File: config.mk
export PLATFORM = sky130hd
export DESIGN_NAME = dsm_serial_frame_decoder_unit
export DESIGN_NICKNAME = d
export VERILOG_FILES = /design/src/rtl/dsmfd_pkg.sv /design/src/rtl/dsm_serial_frame_decoder_unit.sv /design/src/rtl/dsmfd_front.sv /design/src/rtl/dsmfd_queue.sv /design/src/rtl/dsmfd_back.sv
export SDC_FILE = /design/constraint.sdc
export NUM_CORES = 2
export LEC_CHECK = 0
export BUFFER_PORTS_ARGS = -buffer_cell sky130_fd_sc_hd__buf_2
export CORE_MARGIN = 2
export CORE_UTILIZATION = 55
export CTS_CLUSTER_SIZE = 24
export DETAILED_ROUTE_END_ITERATION = 6
export PLACE_DENSITY = 0.73
export SLEW_MARGIN = 20
export SYNTH_ARGS = -nofsm -noshare
export SYNTH_HDL_FRONTEND = slang
export SYNTH_SLANG_ARGS = --single-unit
File: constraint.sdc
create_clock -name clk -period 11.25 [get_ports clk]
set_clock_uncertainty 0.1 [all_clocks]
set_input_delay 1.125 -clock clk [delete_from_list [all_inputs] [get_ports clk]]
set_output_delay 1.125 -clock clk [all_outputs]
set_load 0.005 [all_outputs]
File: src/rtl/dsmfd_pkg.sv
// Shared types and constants of the DSM serial frame decoder.
`timescale 1ns / 1ps
`default_nettype none

package dsmfd_pkg;

    // Parser phases
    typedef enum logic [1:0] {
        PH_WAIT   = 2'd0,
        PH_HUNT   = 2'd1,
        PH_SKIP   = 2'd2,
        PH_DECODE = 2'd3
    } phase_t;

    // Configuration register indexes
    localparam logic [2:0] CFG_MODE_A   = 3'd0;
    localparam logic [2:0] CFG_MODE_B   = 3'd1;
    localparam logic [2:0] CFG_MODE_C   = 3'd2;
    localparam logic [2:0] CFG_MODE_D   = 3'd3;
    localparam logic [2:0] CFG_THR_CHAN = 3'd4;

    // Configuration reset values
    localparam logic [7:0] MODE_A_RST   = 8'd1;
    localparam logic [7:0] MODE_B_RST   = 8'd18;
    localparam logic [7:0] MODE_C_RST   = 8'd162;
    localparam logic [7:0] MODE_D_RST   = 8'd178;
    localparam logic [3:0] THR_CHAN_RST = 4'd0;

    // Servo word fields
    localparam logic [15:0] CHAN_MASK  = 16'h7800;
    localparam logic [15:0] POS_MASK   = 16'h07FF;
    localparam int          CHAN_SHIFT = 11;

    // Scaling: value = base * pos + floor(pos * FRAC_MUL / DIV)
    localparam int POS_BASE     = 32;
    localparam int POS_FRAC_MUL = 1514;
    localparam int POS_DIV      = 100000;
    localparam int POS_RCP      = 167;      // floor(2^24 / POS_DIV)
    localparam int POS_RCP_SH   = 24;
    localparam int THR_OFFSET   = 205;
    localparam int THR_BASE     = 40;
    localparam int THR_FRAC_MUL = 91575;
    localparam int THR_DIV      = 10000000;
    localparam int THR_RCP      = 429;      // floor(2^32 / THR_DIV)
    localparam int THR_RCP_SH   = 32;

    // Configuration write
    typedef struct packed {
        logic       valid;
        logic [2:0] index;
        logic [7:0] data;
    } cfg_wr_t;

    // One parsed servo word, front to back
    typedef struct packed {
        logic [3:0]  channel;
        logic [10:0] position;
        logic        throttle;
        logic [7:0]  fades;
        logic [7:0]  mode;
        logic        last;
    } word_t;

    // Queue status
    typedef struct packed {
        logic valid;
        logic full;
    } queue_stat_t;

endpackage

`default_nettype wire

File: src/rtl/dsm_serial_frame_decoder_unit.sv
// Top level of the DSM serial frame decoder.
`timescale 1ns / 1ps
`default_nettype none

// Decodes the byte stream of a DSM satellite receiver. After reset the block
// hunts for a zero fades byte followed by one of four programmable mode codes,
// drops the rest of that frame, and then cuts the stream into frames of
// 2 + 2*SERVO_WORDS bytes. Every completed servo word gives one output word with
// channel, position, a 16-bit scaled value, the frame's fades and mode bytes,
// and tlast on the final word of a frame. One byte is taken every cycle while the
// queue is not full: the parser classifies each byte combinationally, and the
// scaler is a three-register pipeline (constant product, reciprocal quotient,
// correction and saturation) that takes a word every cycle while its output is
// not stalled. A servo word's low byte is pushed into the queue, and the word then
// passes the three scaler registers to the output. A two-entry queue separates
// parser and scaler; s_axis_tready drops only while that queue is full. Sync is
// never re-acquired after the first lock; only reset restarts the hunt.
// Configuration writes are always ready and take effect on the next cycle.
module dsm_serial_frame_decoder_unit #(
    parameter int SERVO_WORDS = 7
) (
    input  wire         clk,
    input  wire         rst_n,
    // rx_byte[7:0]
    input  wire         s_axis_tvalid,
    output logic        s_axis_tready,
    input  wire  [7:0]  s_axis_tdata,
    // channel[3:0], position[14:4], scaled_value[30:15], fades[38:31],
    // mode[46:39], zero[47]
    output logic        m_axis_tvalid,
    input  wire         m_axis_tready,
    output logic [47:0] m_axis_tdata,
    output logic        m_axis_tlast,
    input  wire         cfg_valid,
    output logic        cfg_ready,
    input  wire  [2:0]  cfg_index,
    input  wire  [7:0]  cfg_data
);
    import dsmfd_pkg::*;

    cfg_wr_t     cfg_wr;
    logic        push, pop;
    word_t       push_word, head_word;
    queue_stat_t qstat;
    logic [3:0]  thr_chan;

    logic [3:0]  out_channel;
    logic [10:0] out_position;
    logic [15:0] out_scaled;
    logic [7:0]  out_fades, out_mode;

    assign cfg_ready    = 1'b1;
    assign cfg_wr.valid = cfg_valid;
    assign cfg_wr.index = cfg_index;
    assign cfg_wr.data  = cfg_data;

    dsmfd_front #(
        .SERVO_WORDS(SERVO_WORDS)
    ) u_front (
        .clk        (clk),
        .rst_n      (rst_n),
        .cfg_wr     (cfg_wr),
        .in_valid   (s_axis_tvalid),
        .in_byte    (s_axis_tdata),
        .in_ready   (s_axis_tready),
        .queue_full (qstat.full),
        .push       (push),
        .push_word  (push_word),
        .thr_chan   (thr_chan)
    );

    dsmfd_queue u_queue (
        .clk       (clk),
        .rst_n     (rst_n),
        .push      (push),
        .push_word (push_word),
        .pop       (pop),
        .head_word (head_word),
        .stat      (qstat)
    );

    dsmfd_back u_back (
        .clk          (clk),
        .rst_n        (rst_n),
        .head_valid   (qstat.valid),
        .head_word    (head_word),
        .pop          (pop),
        .out_valid    (m_axis_tvalid),
        .out_ready    (m_axis_tready),
        .out_channel  (out_channel),
        .out_position (out_position),
        .out_scaled   (out_scaled),
        .out_fades    (out_fades),
        .out_mode     (out_mode),
        .out_last     (m_axis_tlast)
    );

    // Pack the output word
    assign m_axis_tdata = {1'b0, out_mode, out_fades, out_scaled, out_position, out_channel};

    // Parser never pushes into a full queue
    assert property (@(posedge clk) disable iff (!rst_n) push |-> !qstat.full)
        else $error("word pushed into full queue");

    // Non-throttle scaling keeps position in the upper eleven bits
    assert property (@(posedge clk) disable iff (!rst_n)
        (m_axis_tvalid && out_channel != thr_chan) |-> (out_scaled[15:5] == out_position))
        else $error("scaled value does not track position");

    // Throttle at or below the offset scales to zero
    assert property (@(posedge clk) disable iff (!rst_n)
        (m_axis_tvalid && out_channel == thr_chan && out_position <= 11'(THR_OFFSET))
        |-> (out_scaled == 16'd0))
        else $error("throttle below offset not zero");

endmodule

`default_nettype wire

File: src/rtl/dsmfd_front.sv
// Byte parser: sync hunt, frame counting and servo word extraction.
`timescale 1ns / 1ps
`default_nettype none

module dsmfd_front #(
    parameter int SERVO_WORDS = 7
) (
    input  wire                   clk,
    input  wire                   rst_n,
    input  dsmfd_pkg::cfg_wr_t    cfg_wr,
    input  wire                   in_valid,
    input  wire  [7:0]            in_byte,
    output logic                  in_ready,
    input  wire                   queue_full,
    output logic                  push,
    output dsmfd_pkg::word_t      push_word,
    output logic [3:0]            thr_chan
);
    import dsmfd_pkg::*;

    localparam int FRAME_BYTES = 2 + 2 * SERVO_WORDS;
    localparam int SKIP_BYTES  = 2 * SERVO_WORDS;
    localparam int CNT_W       = $clog2(FRAME_BYTES);

    logic [7:0] mode_a_reg, mode_b_reg, mode_c_reg, mode_d_reg;
    logic [3:0] thr_chan_reg;

    phase_t     phase_reg, phase_next;
    logic [7:0] prev_reg, prev_next;
    logic [CNT_W-1:0] count_reg, count_next;
    logic [7:0] high_reg, high_next;
    logic [7:0] fades_reg, fades_next;
    logic [7:0] mode_reg, mode_next;

    logic        accept;
    logic        is_mode;
    logic [15:0] word;
    logic [3:0]  chan;

    // Hold configuration registers
    always_ff @(posedge clk or negedge rst_n)
    begin
        if (!rst_n)
        begin
            mode_a_reg   <= MODE_A_RST;
            mode_b_reg   <= MODE_B_RST;
            mode_c_reg   <= MODE_C_RST;
            mode_d_reg   <= MODE_D_RST;
            thr_chan_reg <= THR_CHAN_RST;
        end
        else if (cfg_wr.valid)
        begin
            unique case (cfg_wr.index)
                CFG_MODE_A:   mode_a_reg   <= cfg_wr.data;
                CFG_MODE_B:   mode_b_reg   <= cfg_wr.data;
                CFG_MODE_C:   mode_c_reg   <= cfg_wr.data;
                CFG_MODE_D:   mode_d_reg   <= cfg_wr.data;
                CFG_THR_CHAN: thr_chan_reg <= cfg_wr.data[3:0];
                default:      ;
            endcase
        end
    end

    assign thr_chan = thr_chan_reg;
    assign in_ready = !queue_full;
    assign accept   = in_valid && !queue_full;
    assign is_mode  = (in_byte == mode_a_reg) || (in_byte == mode_b_reg) ||
                      (in_byte == mode_c_reg) || (in_byte == mode_d_reg);
    assign word     = {high_reg, in_byte};
    assign chan     = 4'((word & CHAN_MASK) >> CHAN_SHIFT);

    // Advance parser state
    always_ff @(posedge clk or negedge rst_n)
    begin
        if (!rst_n)
        begin
            phase_reg <= PH_WAIT;
            prev_reg  <= '0;
            count_reg <= '0;
            high_reg  <= '0;
            fades_reg <= '0;
            mode_reg  <= '0;
        end
        else
        begin
            phase_reg <= phase_next;
            prev_reg  <= prev_next;
            count_reg <= count_next;
            high_reg  <= high_next;
            fades_reg <= fades_next;
            mode_reg  <= mode_next;
        end
    end

    // Classify each byte and emit completed servo words
    always_comb
    begin
        phase_next = phase_reg;
        prev_next  = prev_reg;
        count_next = count_reg;
        high_next  = high_reg;
        fades_next = fades_reg;
        mode_next  = mode_reg;
        push       = 1'b0;

        push_word.channel  = chan;
        push_word.position = 11'(word & POS_MASK);
        push_word.throttle = (chan == thr_chan_reg);
        push_word.fades    = fades_reg;
        push_word.mode     = mode_reg;
        push_word.last     = (count_reg == CNT_W'(FRAME_BYTES - 1));

        if (accept)
        begin
            unique case (phase_reg)
                PH_WAIT:
                begin
                    prev_next  = in_byte;
                    phase_next = PH_HUNT;
                end
                PH_HUNT:
                begin
                    if (prev_reg == 8'd0 && is_mode)
                    begin
                        fades_next = prev_reg;
                        mode_next  = in_byte;
                        count_next = '0;
                        phase_next = PH_SKIP;
                    end
                    else
                    begin
                        prev_next = in_byte;
                    end
                end
                PH_SKIP:
                begin
                    // Drop the rest of the sync frame
                    if (count_reg == CNT_W'(SKIP_BYTES - 1))
                    begin
                        count_next = '0;
                        phase_next = PH_DECODE;
                    end
                    else
                    begin
                        count_next = count_reg + CNT_W'(1);
                    end
                end
                PH_DECODE:
                begin
                    if (count_reg == CNT_W'(FRAME_BYTES - 1))
                        count_next = '0;
                    else
                        count_next = count_reg + CNT_W'(1);

                    if (count_reg == CNT_W'(0))
                        fades_next = in_byte;
                    else if (count_reg == CNT_W'(1))
                        mode_next = in_byte;
                    else if (!count_reg[0])
                        high_next = in_byte;
                    else
                        push = 1'b1;
                end
                default: ;
            endcase
        end
    end

endmodule

`default_nettype wire

File: src/rtl/dsmfd_queue.sv
// Two-entry queue of parsed servo words between parser and scaler.
`timescale 1ns / 1ps
`default_nettype none

module dsmfd_queue (
    input  wire                       clk,
    input  wire                       rst_n,
    input  wire                       push,
    input  dsmfd_pkg::word_t          push_word,
    input  wire                       pop,
    output dsmfd_pkg::word_t          head_word,
    output dsmfd_pkg::queue_stat_t    stat
);
    import dsmfd_pkg::*;

    word_t      entry_reg [2];
    logic       wr_ptr_reg, rd_ptr_reg;
    logic [1:0] count_reg, count_next;

    assign stat.valid = (count_reg != 2'd0);
    assign stat.full  = (count_reg == 2'd2);
    assign head_word  = entry_reg[rd_ptr_reg];

    // Store pushed word
    always_ff @(posedge clk)
    begin
        if (push)
            entry_reg[wr_ptr_reg] <= push_word;
    end

    // Track fill level
    always_comb
    begin
        count_next = count_reg;
        if (push && !pop)
            count_next = count_reg + 2'd1;
        else if (pop && !push)
            count_next = count_reg - 2'd1;
    end

    // Advance pointers
    always_ff @(posedge clk or negedge rst_n)
    begin
        if (!rst_n)
        begin
            wr_ptr_reg <= 1'b0;
            rd_ptr_reg <= 1'b0;
            count_reg  <= 2'd0;
        end
        else
        begin
            if (push)
                wr_ptr_reg <= !wr_ptr_reg;
            if (pop)
                rd_ptr_reg <= !rd_ptr_reg;
            count_reg <= count_next;
        end
    end

endmodule

`default_nettype wire

File: src/rtl/dsmfd_back.sv
// Scaling pipeline: offset and fraction product, reciprocal quotient, correction and output.
`timescale 1ns / 1ps
`default_nettype none

module dsmfd_back (
    input  wire                    clk,
    input  wire                    rst_n,
    input  wire                    head_valid,
    input  dsmfd_pkg::word_t       head_word,
    output logic                   pop,
    output logic                   out_valid,
    input  wire                    out_ready,
    output logic [3:0]             out_channel,
    output logic [10:0]            out_position,
    output logic [15:0]            out_scaled,
    output logic [7:0]             out_fades,
    output logic [7:0]             out_mode,
    output logic                   out_last
);
    import dsmfd_pkg::*;

    typedef struct packed {
        word_t       w;
        logic [16:0] base;
        logic [27:0] frac;
    } s1_t;

    typedef struct packed {
        word_t       w;
        logic [16:0] base;
        logic [27:0] frac;
        logic [4:0]  qe;
    } s2_t;

    logic advance;
    logic s1_valid_reg, s2_valid_reg, out_valid_reg;
    s1_t  s1_reg, s1_next;
    s2_t  s2_reg, s2_next;
    word_t       ow_reg;
    logic [15:0] scaled_reg, scaled_next;

    logic [10:0] diff;
    logic [36:0] prod;
    logic [27:0] qd;
    logic [27:0] rem;
    logic [5:0]  q;
    logic [17:0] sum;

    assign advance = !out_valid_reg || out_ready;
    assign pop     = head_valid && advance;

    // Stage 1: offset, integer part and fraction numerator
    always_comb
    begin
        diff          = head_word.position - 11'(THR_OFFSET);
        s1_next.w     = head_word;
        s1_next.base  = 17'(head_word.position) * 17'(POS_BASE);
        s1_next.frac  = 28'(head_word.position) * 28'(POS_FRAC_MUL);
        if (head_word.throttle)
        begin
            if (head_word.position <= 11'(THR_OFFSET))
            begin
                s1_next.base = '0;
                s1_next.frac = '0;
            end
            else
            begin
                s1_next.base = 17'(diff) * 17'(THR_BASE);
                s1_next.frac = 28'(diff) * 28'(THR_FRAC_MUL);
            end
        end
    end

    // Stage 2: quotient estimate by reciprocal, never above the true quotient
    always_comb
    begin
        if (s1_reg.w.throttle)
        begin
            prod       = 37'(s1_reg.frac) * 37'(THR_RCP);
            s2_next.qe = 5'(prod >> THR_RCP_SH);
        end
        else
        begin
            prod       = 37'(s1_reg.frac) * 37'(POS_RCP);
            s2_next.qe = 5'(prod >> POS_RCP_SH);
        end
        s2_next.w    = s1_reg.w;
        s2_next.base = s1_reg.base;
        s2_next.frac = s1_reg.frac;
    end

    // Stage 3: correct the estimate by one, add and saturate
    always_comb
    begin
        if (s2_reg.w.throttle)
        begin
            qd  = 28'(s2_reg.qe) * 28'(THR_DIV);
            rem = s2_reg.frac - qd;
            q   = 6'(s2_reg.qe) + 6'(rem >= 28'(THR_DIV));
        end
        else
        begin
            qd  = 28'(s2_reg.qe) * 28'(POS_DIV);
            rem = s2_reg.frac - qd;
            q   = 6'(s2_reg.qe) + 6'(rem >= 28'(POS_DIV));
        end
        sum = 18'(s2_reg.base) + 18'(q);
        if (sum > 18'hFFFF)
            scaled_next = 16'hFFFF;
        else
            scaled_next = sum[15:0];
    end

    // Valid bits move together, holding while the output word waits
    always_ff @(posedge clk or negedge rst_n)
    begin
        if (!rst_n)
        begin
            s1_valid_reg  <= 1'b0;
            s2_valid_reg  <= 1'b0;
            out_valid_reg <= 1'b0;
        end
        else if (advance)
        begin
            s1_valid_reg  <= head_valid;
            s2_valid_reg  <= s1_valid_reg;
            out_valid_reg <= s2_valid_reg;
        end
    end

    // Payload registers
    always_ff @(posedge clk)
    begin
        if (advance)
        begin
            s1_reg     <= s1_next;
            s2_reg     <= s2_next;
            ow_reg     <= s2_reg.w;
            scaled_reg <= scaled_next;
        end
    end

    assign out_valid    = out_valid_reg;
    assign out_channel  = ow_reg.channel;
    assign out_position = ow_reg.position;
    assign out_scaled   = scaled_reg;
    assign out_fades    = ow_reg.fades;
    assign out_mode     = ow_reg.mode;
    assign out_last     = ow_reg.last;

endmodule

`default_nettype wire

=== Yosys cells after proc, flatten, opt, wreduce, memory -nomap -nowiden ===
Memories as Yosys holds them, arrays and structs flattened.
Cells that the tools add are included.

* Flip-flop bits (word level): 289
* Bits in latches: 0
* RAM bits: 66
* Memory bits (read-only): 0
* Input port bits: 24
* Output and inout port bits: 52
* Word-level logic and storage cells: 156
* Memories kept: 1

{| class="wikitable"
|+ Memories
! memory !! words !! width !! read ports !! clocked after Yosys merged registers in !! write ports !! RTL line !! source
|-
| u_queue.entry_reg || 2 || 33 || 1 || 0 || 1 || dsmfd_queue.sv:16 || <nowiki>word_t entry_reg [2];</nowiki>
|}

* Add/sub/neg operators: 9
* Multipliers: 7
* Div/mod/pow operators: 0
* Magnitude comparators: 4
* Equality and inequality tests: 22
* Shifts and indexed selects: 0
* Mux-type cells: 29
* Bitwise operators: 4
* Reductions and logical operators: 37

{| class="wikitable"
|+ Operator list
! operator !! number
|-
| $mux 44 || 2
|-
| $mux 8 || 6
|-
| $pmux 8 s2 || 3
|-
| $mul 28x9->37 const B || 1
|-
| $eq 8x8->1 || 4
|-
| $mul 28x8->29 const B || 1
|-
| $ge 28x17->1 const B || 1
|-
| $ge 28x24->1 const B || 1
|-
| $mul 11x17->28 const B || 1
|-
| $sub 28x22->28 || 1
|-
| $sub 28x28->28 || 1
|-
| $mul 11x10->21 const B || 1
|-
| $mul 5x17->21 const B || 1
|-
| $add 17x6->18 || 1
|-
| $gt 18x16->1 const B || 1
|-
| $mul 5x12->17 const B || 1
|-
| $mul 11x3->14 const B || 1
|-
| $add 5x1->6 || 2
|-
| $mux 4 || 3
|-
| $pmux 4 s3 || 1
|-
| $le 11x8->1 const B || 1
|-
| $sub 11x8->11 const B || 1
|-
| $reduce_and 2->1 || 5
|-
| $reduce_and 5->1 || 2
|-
| other kinds (31) || 69
|}

=== Longest topological paths before layout ===
* Depth after elaboration: 9
* Gate-level depth with buffers: 38
* Mapped depth without buffers: 37

=== Hierarchy ===
Synthesis repeated with hierarchy kept, for this count alone.

* Cell total of the unflattened synthesis: 2701
* Area total of the unflattened synthesis: 30727.0 um^2

{| class="wikitable"
|+ Modules (own cells, without submodules)
! module !! instances !! cells each !! area an instance (um^2) !! sequential area each (um^2)
|-
| dsmfd_back || 1 || 2270 || 24234.5 || 5990.7
|-
| dsmfd_front || 1 || 308 || 3747.3 || 1839.3
|-
| dsmfd_queue || 1 || 119 || 2722.6 || 2082.0
|-
| dsm_serial_frame_decoder_unit || 1 || 4 || 22.5 || 0.0
|}

=== Worst setup path after synthesis ===
No wires, ideal clock.

* Path kind: input -> register
* Start: input m_axis_tready
* End: register u_queue.count_reg[1]
* Setup time: 0.079 ns
* Arrival time: 7.985 ns
* Data required time: 11.071 ns
* Setup slack: 3.086 ns
* Stages on the path: 5
* Buffers on the path: 0
* Cells stage by stage: nand2b_1 > o21ai_0 > ha_1 > nor2_1 > xor2_1

* Word-level cells in the longest chain between the ends: 5
* Elaborated cells between the ends (all ways): 7
* Those cells by class: 1 x mux; 6 x reduce/logical

{| class="wikitable"
|+ Ends and longest elaborated chain
! item !! RTL line !! source
|-
| start: declaration || dsm_serial_frame_decoder_unit.sv:31 || <nowiki>input wire m_axis_tready,</nowiki>
|-
| $logic_or 1x1->1 (*) || dsmfd_back.sv:49 || <nowiki>assign advance = !out_valid_reg || out_ready;</nowiki>
|-
| $logic_and 1x1->1 (*) || dsmfd_back.sv:50 || <nowiki>assign pop = head_valid && advance;</nowiki>
|-
| $logic_not 1->1 || dsmfd_queue.sv:35 || <nowiki>if (push && !pop)</nowiki>
|-
| $logic_and 1x1->1 || dsmfd_queue.sv:35 ||
|-
| $mux 2 or $reduce_bool 2->1 (tied branches) || - ||
|-
| end signal: assignment || dsmfd_queue.sv:56 || <nowiki>count_reg <= count_next;</nowiki>
|-
| end: declaration || dsmfd_queue.sv:18 || <nowiki>logic [1:0] count_reg, count_next;</nowiki>
|}

Mark *: on every way between the ends. The rest lies on a longest branch, timed or not.
A chain may end at the register's enable or synchronous reset.

=== Final worst setup path ===
* Start: register u_back.s2_reg[4] (netlist name)
* End: register u_back.scaled_reg[10], in the netlist u_back.out_scaled[10] (data pin)

* Word-level cells in the longest chain between the ends: 7
* Elaborated cells between the ends (all ways): 11
* Those cells by class: 5 x add/sub; 2 x mul; 3 x order compare; 1 x mux

{| class="wikitable"
|+ Ends and longest elaborated chain
! item !! RTL line !! source
|-
| start: declaration || dsmfd_back.sv:38 || <nowiki>s2_t s2_reg, s2_next;</nowiki>
|-
| start signal: assignment || dsmfd_back.sv:137 || <nowiki>s2_reg <= s2_next;</nowiki>
|-
| $mul 5x17->21 or $mul 5x12->17 (tied branches) || dsmfd_back.sv:97, dsmfd_back.sv:103 ||
|-
| $sub 28x28->28 or $sub 28x22->28 (tied branches) || dsmfd_back.sv:98, dsmfd_back.sv:104 ||
|-
| $ge 28x24->1 or $ge 28x17->1 (tied branches) || dsmfd_back.sv:99, dsmfd_back.sv:105 ||
|-
| $add 5x1->6 (on tied branches) || dsmfd_back.sv:99, dsmfd_back.sv:105 ||
|-
| $mux 6 (*) || dsmfd_back.sv:95 || <nowiki>if (s2_reg.w.throttle)</nowiki>
|-
| $add 17x6->18 (*) || dsmfd_back.sv:107 || <nowiki>sum = 18'(s2_reg.base) + 18'(q);</nowiki>
|-
| $gt 18x16->1 || dsmfd_back.sv:108 || <nowiki>if (sum > 18'hFFFF)</nowiki>
|-
| end signal: assignment || dsmfd_back.sv:139 || <nowiki>scaled_reg <= scaled_next;</nowiki>
|-
| end: declaration || dsmfd_back.sv:40 || <nowiki>logic [15:0] scaled_reg, scaled_next;</nowiki>
|}

Marked as above.

==> parameters.txt <==
Parameter                              Value

Run status
  Status    finished, final reports clean

Drt
  Met3 routed wirelength    ~2.9 mm
  Vias after detailed routing    18930
  Number of detailed-route iterations in the first pass    5
  Iteration-0 DRC count of the detailed router    1042
  Highest metal layer used by the detailed router    met4
  Antenna-violating nets left    0
  Detailed-route wire length    65.01 mm
  Metal2 WL    ~32 mm
  Average via count per standard cell    5.565
  Metal-1 WL    about 29 mm
  Drt drc    0
  Avg WL per Cell    19.11 um

Floorplanning
  Die Width    roughly 240 um
  Num ports    76
  Std cell rows    85
  Placeable core region    ~54000 sq um
  Initial standard-cell utilization of the core    between 50% and 60%
  Die area    roughly 56000 sq um
  Vertical extent of the die    approximately 240 um

Clock tree
  Number of buffers between clock root and the deepest sink    3
  Number of clock sinks seen by CTS    approximately 340
  Clock root cell    sky130_fd_sc_hd__clkbuf_16
  CTS tree    built
  Clock insertion delay at the later pin of the skew report    ~0.55 ns
  Setup bufs post-CTS    0
  Quantity of gates resized following cts    0
  Number of buffers added by the clock tree synthesis step    37
  Clock transition time at the flip-flop clock pins of the worst setup and hold paths    approximately 0.06 ns
  H-Tree Depth    2
  Hold-fix buffers at CTS    0

Flow run
  Max-cap check violation count    0

Setup path
  Cell depth of the worst flop-to-flop path    36
  Worst setup startpoint    u_back.s2_reg[4]
  Critical Path Fanout Max    16
  Critical path's largest stage delay    between 0.5 and 0.6 ns
  Worst Path Required    between 10 and 15 ns
  Critical path capture point    u_back.out_scaled[10]
  Category of the worst setup path capture point    flop
  CP arrival    between 9 and 10 ns
  Worst setup SP type    flop
  Worst reg2reg startpoint    u_back.s2_reg[4]
  Endpoint of the worst register-to-register path    u_back.out_scaled[10]
  Type of the setup path with the least slack    reg2reg
  Critical-path cell with the highest stage delay    sky130_fd_sc_hd__edfxtp_1
  Register-to-register setup slack    roughly 2.4 ns
  Most Frequent Cell on Critical Path    sky130_fd_sc_hd__ha_1

Synthesis
  Area fraction of the dominant cell type after synthesis    between 20% and 30%
  Number of synthesized flops with an enable pin    around 260
  Number of nets in the synthesized netlist    about 3300
  Number of register bits inferred by synthesis    343
  Post-synth top area cell    sky130_fd_sc_hd__edfxtp_1
  Leading cell types by total area after synthesis    sky130_fd_sc_hd__edfxtp_1 (27%), sky130_fd_sc_hd__fa_1 (19%), sky130_fd_sc_hd__ha_1 (18%)
  Sequential cell area fraction in the yosys report    33.40%
  Mapped cell area    ~30000 sq um
  Mean Syn Cell Area    between 10 and 15 sq um
  Most instantiated flip-flop cell in the synthesis netlist    sky130_fd_sc_hd__edfxtp_1
  Proportion of register bits with asynchronous set or reset after synthesis    a little under a quarter
  Unique masters post-synth    around 80
  Cell count after synthesis    between 2000 and 3000
  Synth Warn #    0

Timing
  Setup violators final    0
  Time the final worst path needs with I/O delays and setup    around 8.9 ns
  Setup tns final    0 ns
  Max-slew headroom    between 30% and 40%
  Setup repair after global routing missed its margin    false
  Final period utilization    between 70% and 80%
  Hold violation total from the final report    0
  Maximum achievable frequency    112.5 MHz
  Count of final max-slew check failures    0
  Setup WS post-layout    2.362 ns
  Worst-Margin Slew    ~1.0 ns

Place
  Number of input and output port buffers inserted    73
  Routability congestion estimate from global placement    0.9495
  Detailed placement HPWL    52.71 mm
  Post-placement worst setup slack    between 2 and 2.5 ns

Cells and area
  Number of flip-flops under the largest register name    75
  # diodes    0
  Share of post-route cells with drive strength above 1    under 10%
  Multi-input gate area    17800 sq um
  Total area of sequential cells    roughly 9900 sq um
  Synthesis-to-finish area growth    8.239%
  Layout filler cell count    approximately 4300
  Layout net count    3400

Global routing
  Largest net degree at the start of global routing    ~80
  Overall Global Routing Usage    around a quarter
  Initial antenna violation count    0
  First-pass GRT wire length    ~100 mm
  Total gr overflow    0
  Vias in the first global route    19870

Hold path
  Hold/Removal Path Class    reg2reg
## synth_stat cells (28+ instances only)
cell type                  instances
sky130_fd_sc_hd__fa_1            277
sky130_fd_sc_hd__dfrtp_1          70
sky130_fd_sc_hd__o21ai_0          81
sky130_fd_sc_hd__nand3_1          29
sky130_fd_sc_hd__ha_1            421
sky130_fd_sc_hd__inv_1           488
sky130_fd_sc_hd__mux2i_1          28
sky130_fd_sc_hd__nand2_1          90
sky130_fd_sc_hd__nor2_1           87
sky130_fd_sc_hd__xor2_1           68
sky130_fd_sc_hd__a21o_1           41
sky130_fd_sc_hd__edfxtp_1        263
sky130_fd_sc_hd__xnor2_1          98
sky130_fd_sc_hd__mux2_2           82
sky130_fd_sc_hd__a21oi_1         108
## kinds of logic (layout without fill, tap and decap cells)
family / Yosys count / after routing / share of synthesized area, %
AOI/OAI and AO/OA: 393 / 393 / 8.644
xor gates and xnor gates: 166 / 166 / 4.900
adders and majority gates: 698 / 698 / 36.44
buffers and inverters: 523 / 646 / 6.692
DFF: 343 / 343 / 33.40
muxes: 110 / 110 / 4.056
other: 2 / 2 / 0.02531
and+or+nand+nor: 348 / 348 / 5.840
## routing by layer
layer,vias up,GRT usage (%)
li1,8974,-
met2,411,40.45
met3,102,3.487
met5,-,0
met1,9445,31.78
met4,0,6.598
## metrics by stage
step           hold WS [ns]  area (sq um)  instances  utilization [%]
2_1_floorplan        0.3003         29670       2583                -
3_3_place_gp         0.3013         30900       3335            57.65
3_5_place_dp         0.3045         30900       3335            57.65
4_1_cts              0.3170         32100       3402            59.89
5_1_grt              0.3223         32120       3402            59.92
6_report             0.3142         32120       3402            59.92
## worst min-delay path by stage
stage / startpoint / end / slack (ns) / cells past startpoint
after floorplan: u_back.s2_reg[79] / u_back.out_channel[0] / 0.30 / 0
after global placement: u_back.s1_reg[46] / u_back.s2_reg[51] / 0.30 / 0
after detailed placement: u_back.s2_reg[54] / u_back.out_mode[3] / 0.30 / 0
after CTS: u_back.s1_reg[76] / u_back.s2_reg[81] / 0.32 / 0
after global routing: u_back.s1_reg[58] / u_back.s2_reg[63] / 0.32 / 0
final: u_back.s1_reg[76] / u_back.s2_reg[81] / 0.31 / 0
## worst max-delay path: cells and delay by family (launching register included)
family / cells / cell delay (ns)
compound gates: 14 / 3.19
flops: 1 / 0.53
fa+ha+maj: 8 / 2.48
mux: 1 / 0.19
xor+xnor: 2 / 0.39
simple gates: 10 / 1.50
buf+inv: 1 / 0.24
## cell usage in the layout, fill, tap and decap left out, types with 17 or more instances in the layout
cell type                   netlist  routed
sky130_fd_sc_hd__inv_1          488     488
sky130_fd_sc_hd__ha_1           421     421
sky130_fd_sc_hd__fa_1           277     277
sky130_fd_sc_hd__edfxtp_1       263     263
sky130_fd_sc_hd__a21oi_1        108     108
sky130_fd_sc_hd__xnor2_1         98      97
sky130_fd_sc_hd__nand2_1         90      90
sky130_fd_sc_hd__nor2_1          87      87
sky130_fd_sc_hd__mux2_2          82      82
sky130_fd_sc_hd__o21ai_0         81      81
sky130_fd_sc_hd__buf_2            3      72
sky130_fd_sc_hd__dfrtp_1         70      70
sky130_fd_sc_hd__xor2_1          68      68
sky130_fd_sc_hd__a21o_1          41      41
sky130_fd_sc_hd__clkbuf_16        0      38
sky130_fd_sc_hd__nand3_1         29      29
sky130_fd_sc_hd__mux2i_1         28      28
sky130_fd_sc_hd__nand2b_1        27      26
sky130_fd_sc_hd__nor3_1          25      25
sky130_fd_sc_hd__o22ai_1         24      24
sky130_fd_sc_hd__o21a_1          23      23
sky130_fd_sc_hd__buf_4            5      17
## final cells by class
class                      count  area share, %
inverter                     489          5.715
tap                          696          2.711
clock inverter                27         0.7596
sequential                   343          30.86
timing repair buffer          90          1.554
clock buffer                  40          2.984
multi-input combinational   1717          55.41
Power is not shown: default switching activity piles up to over one toggle a cycle in this logic, so the estimate is an artifact.
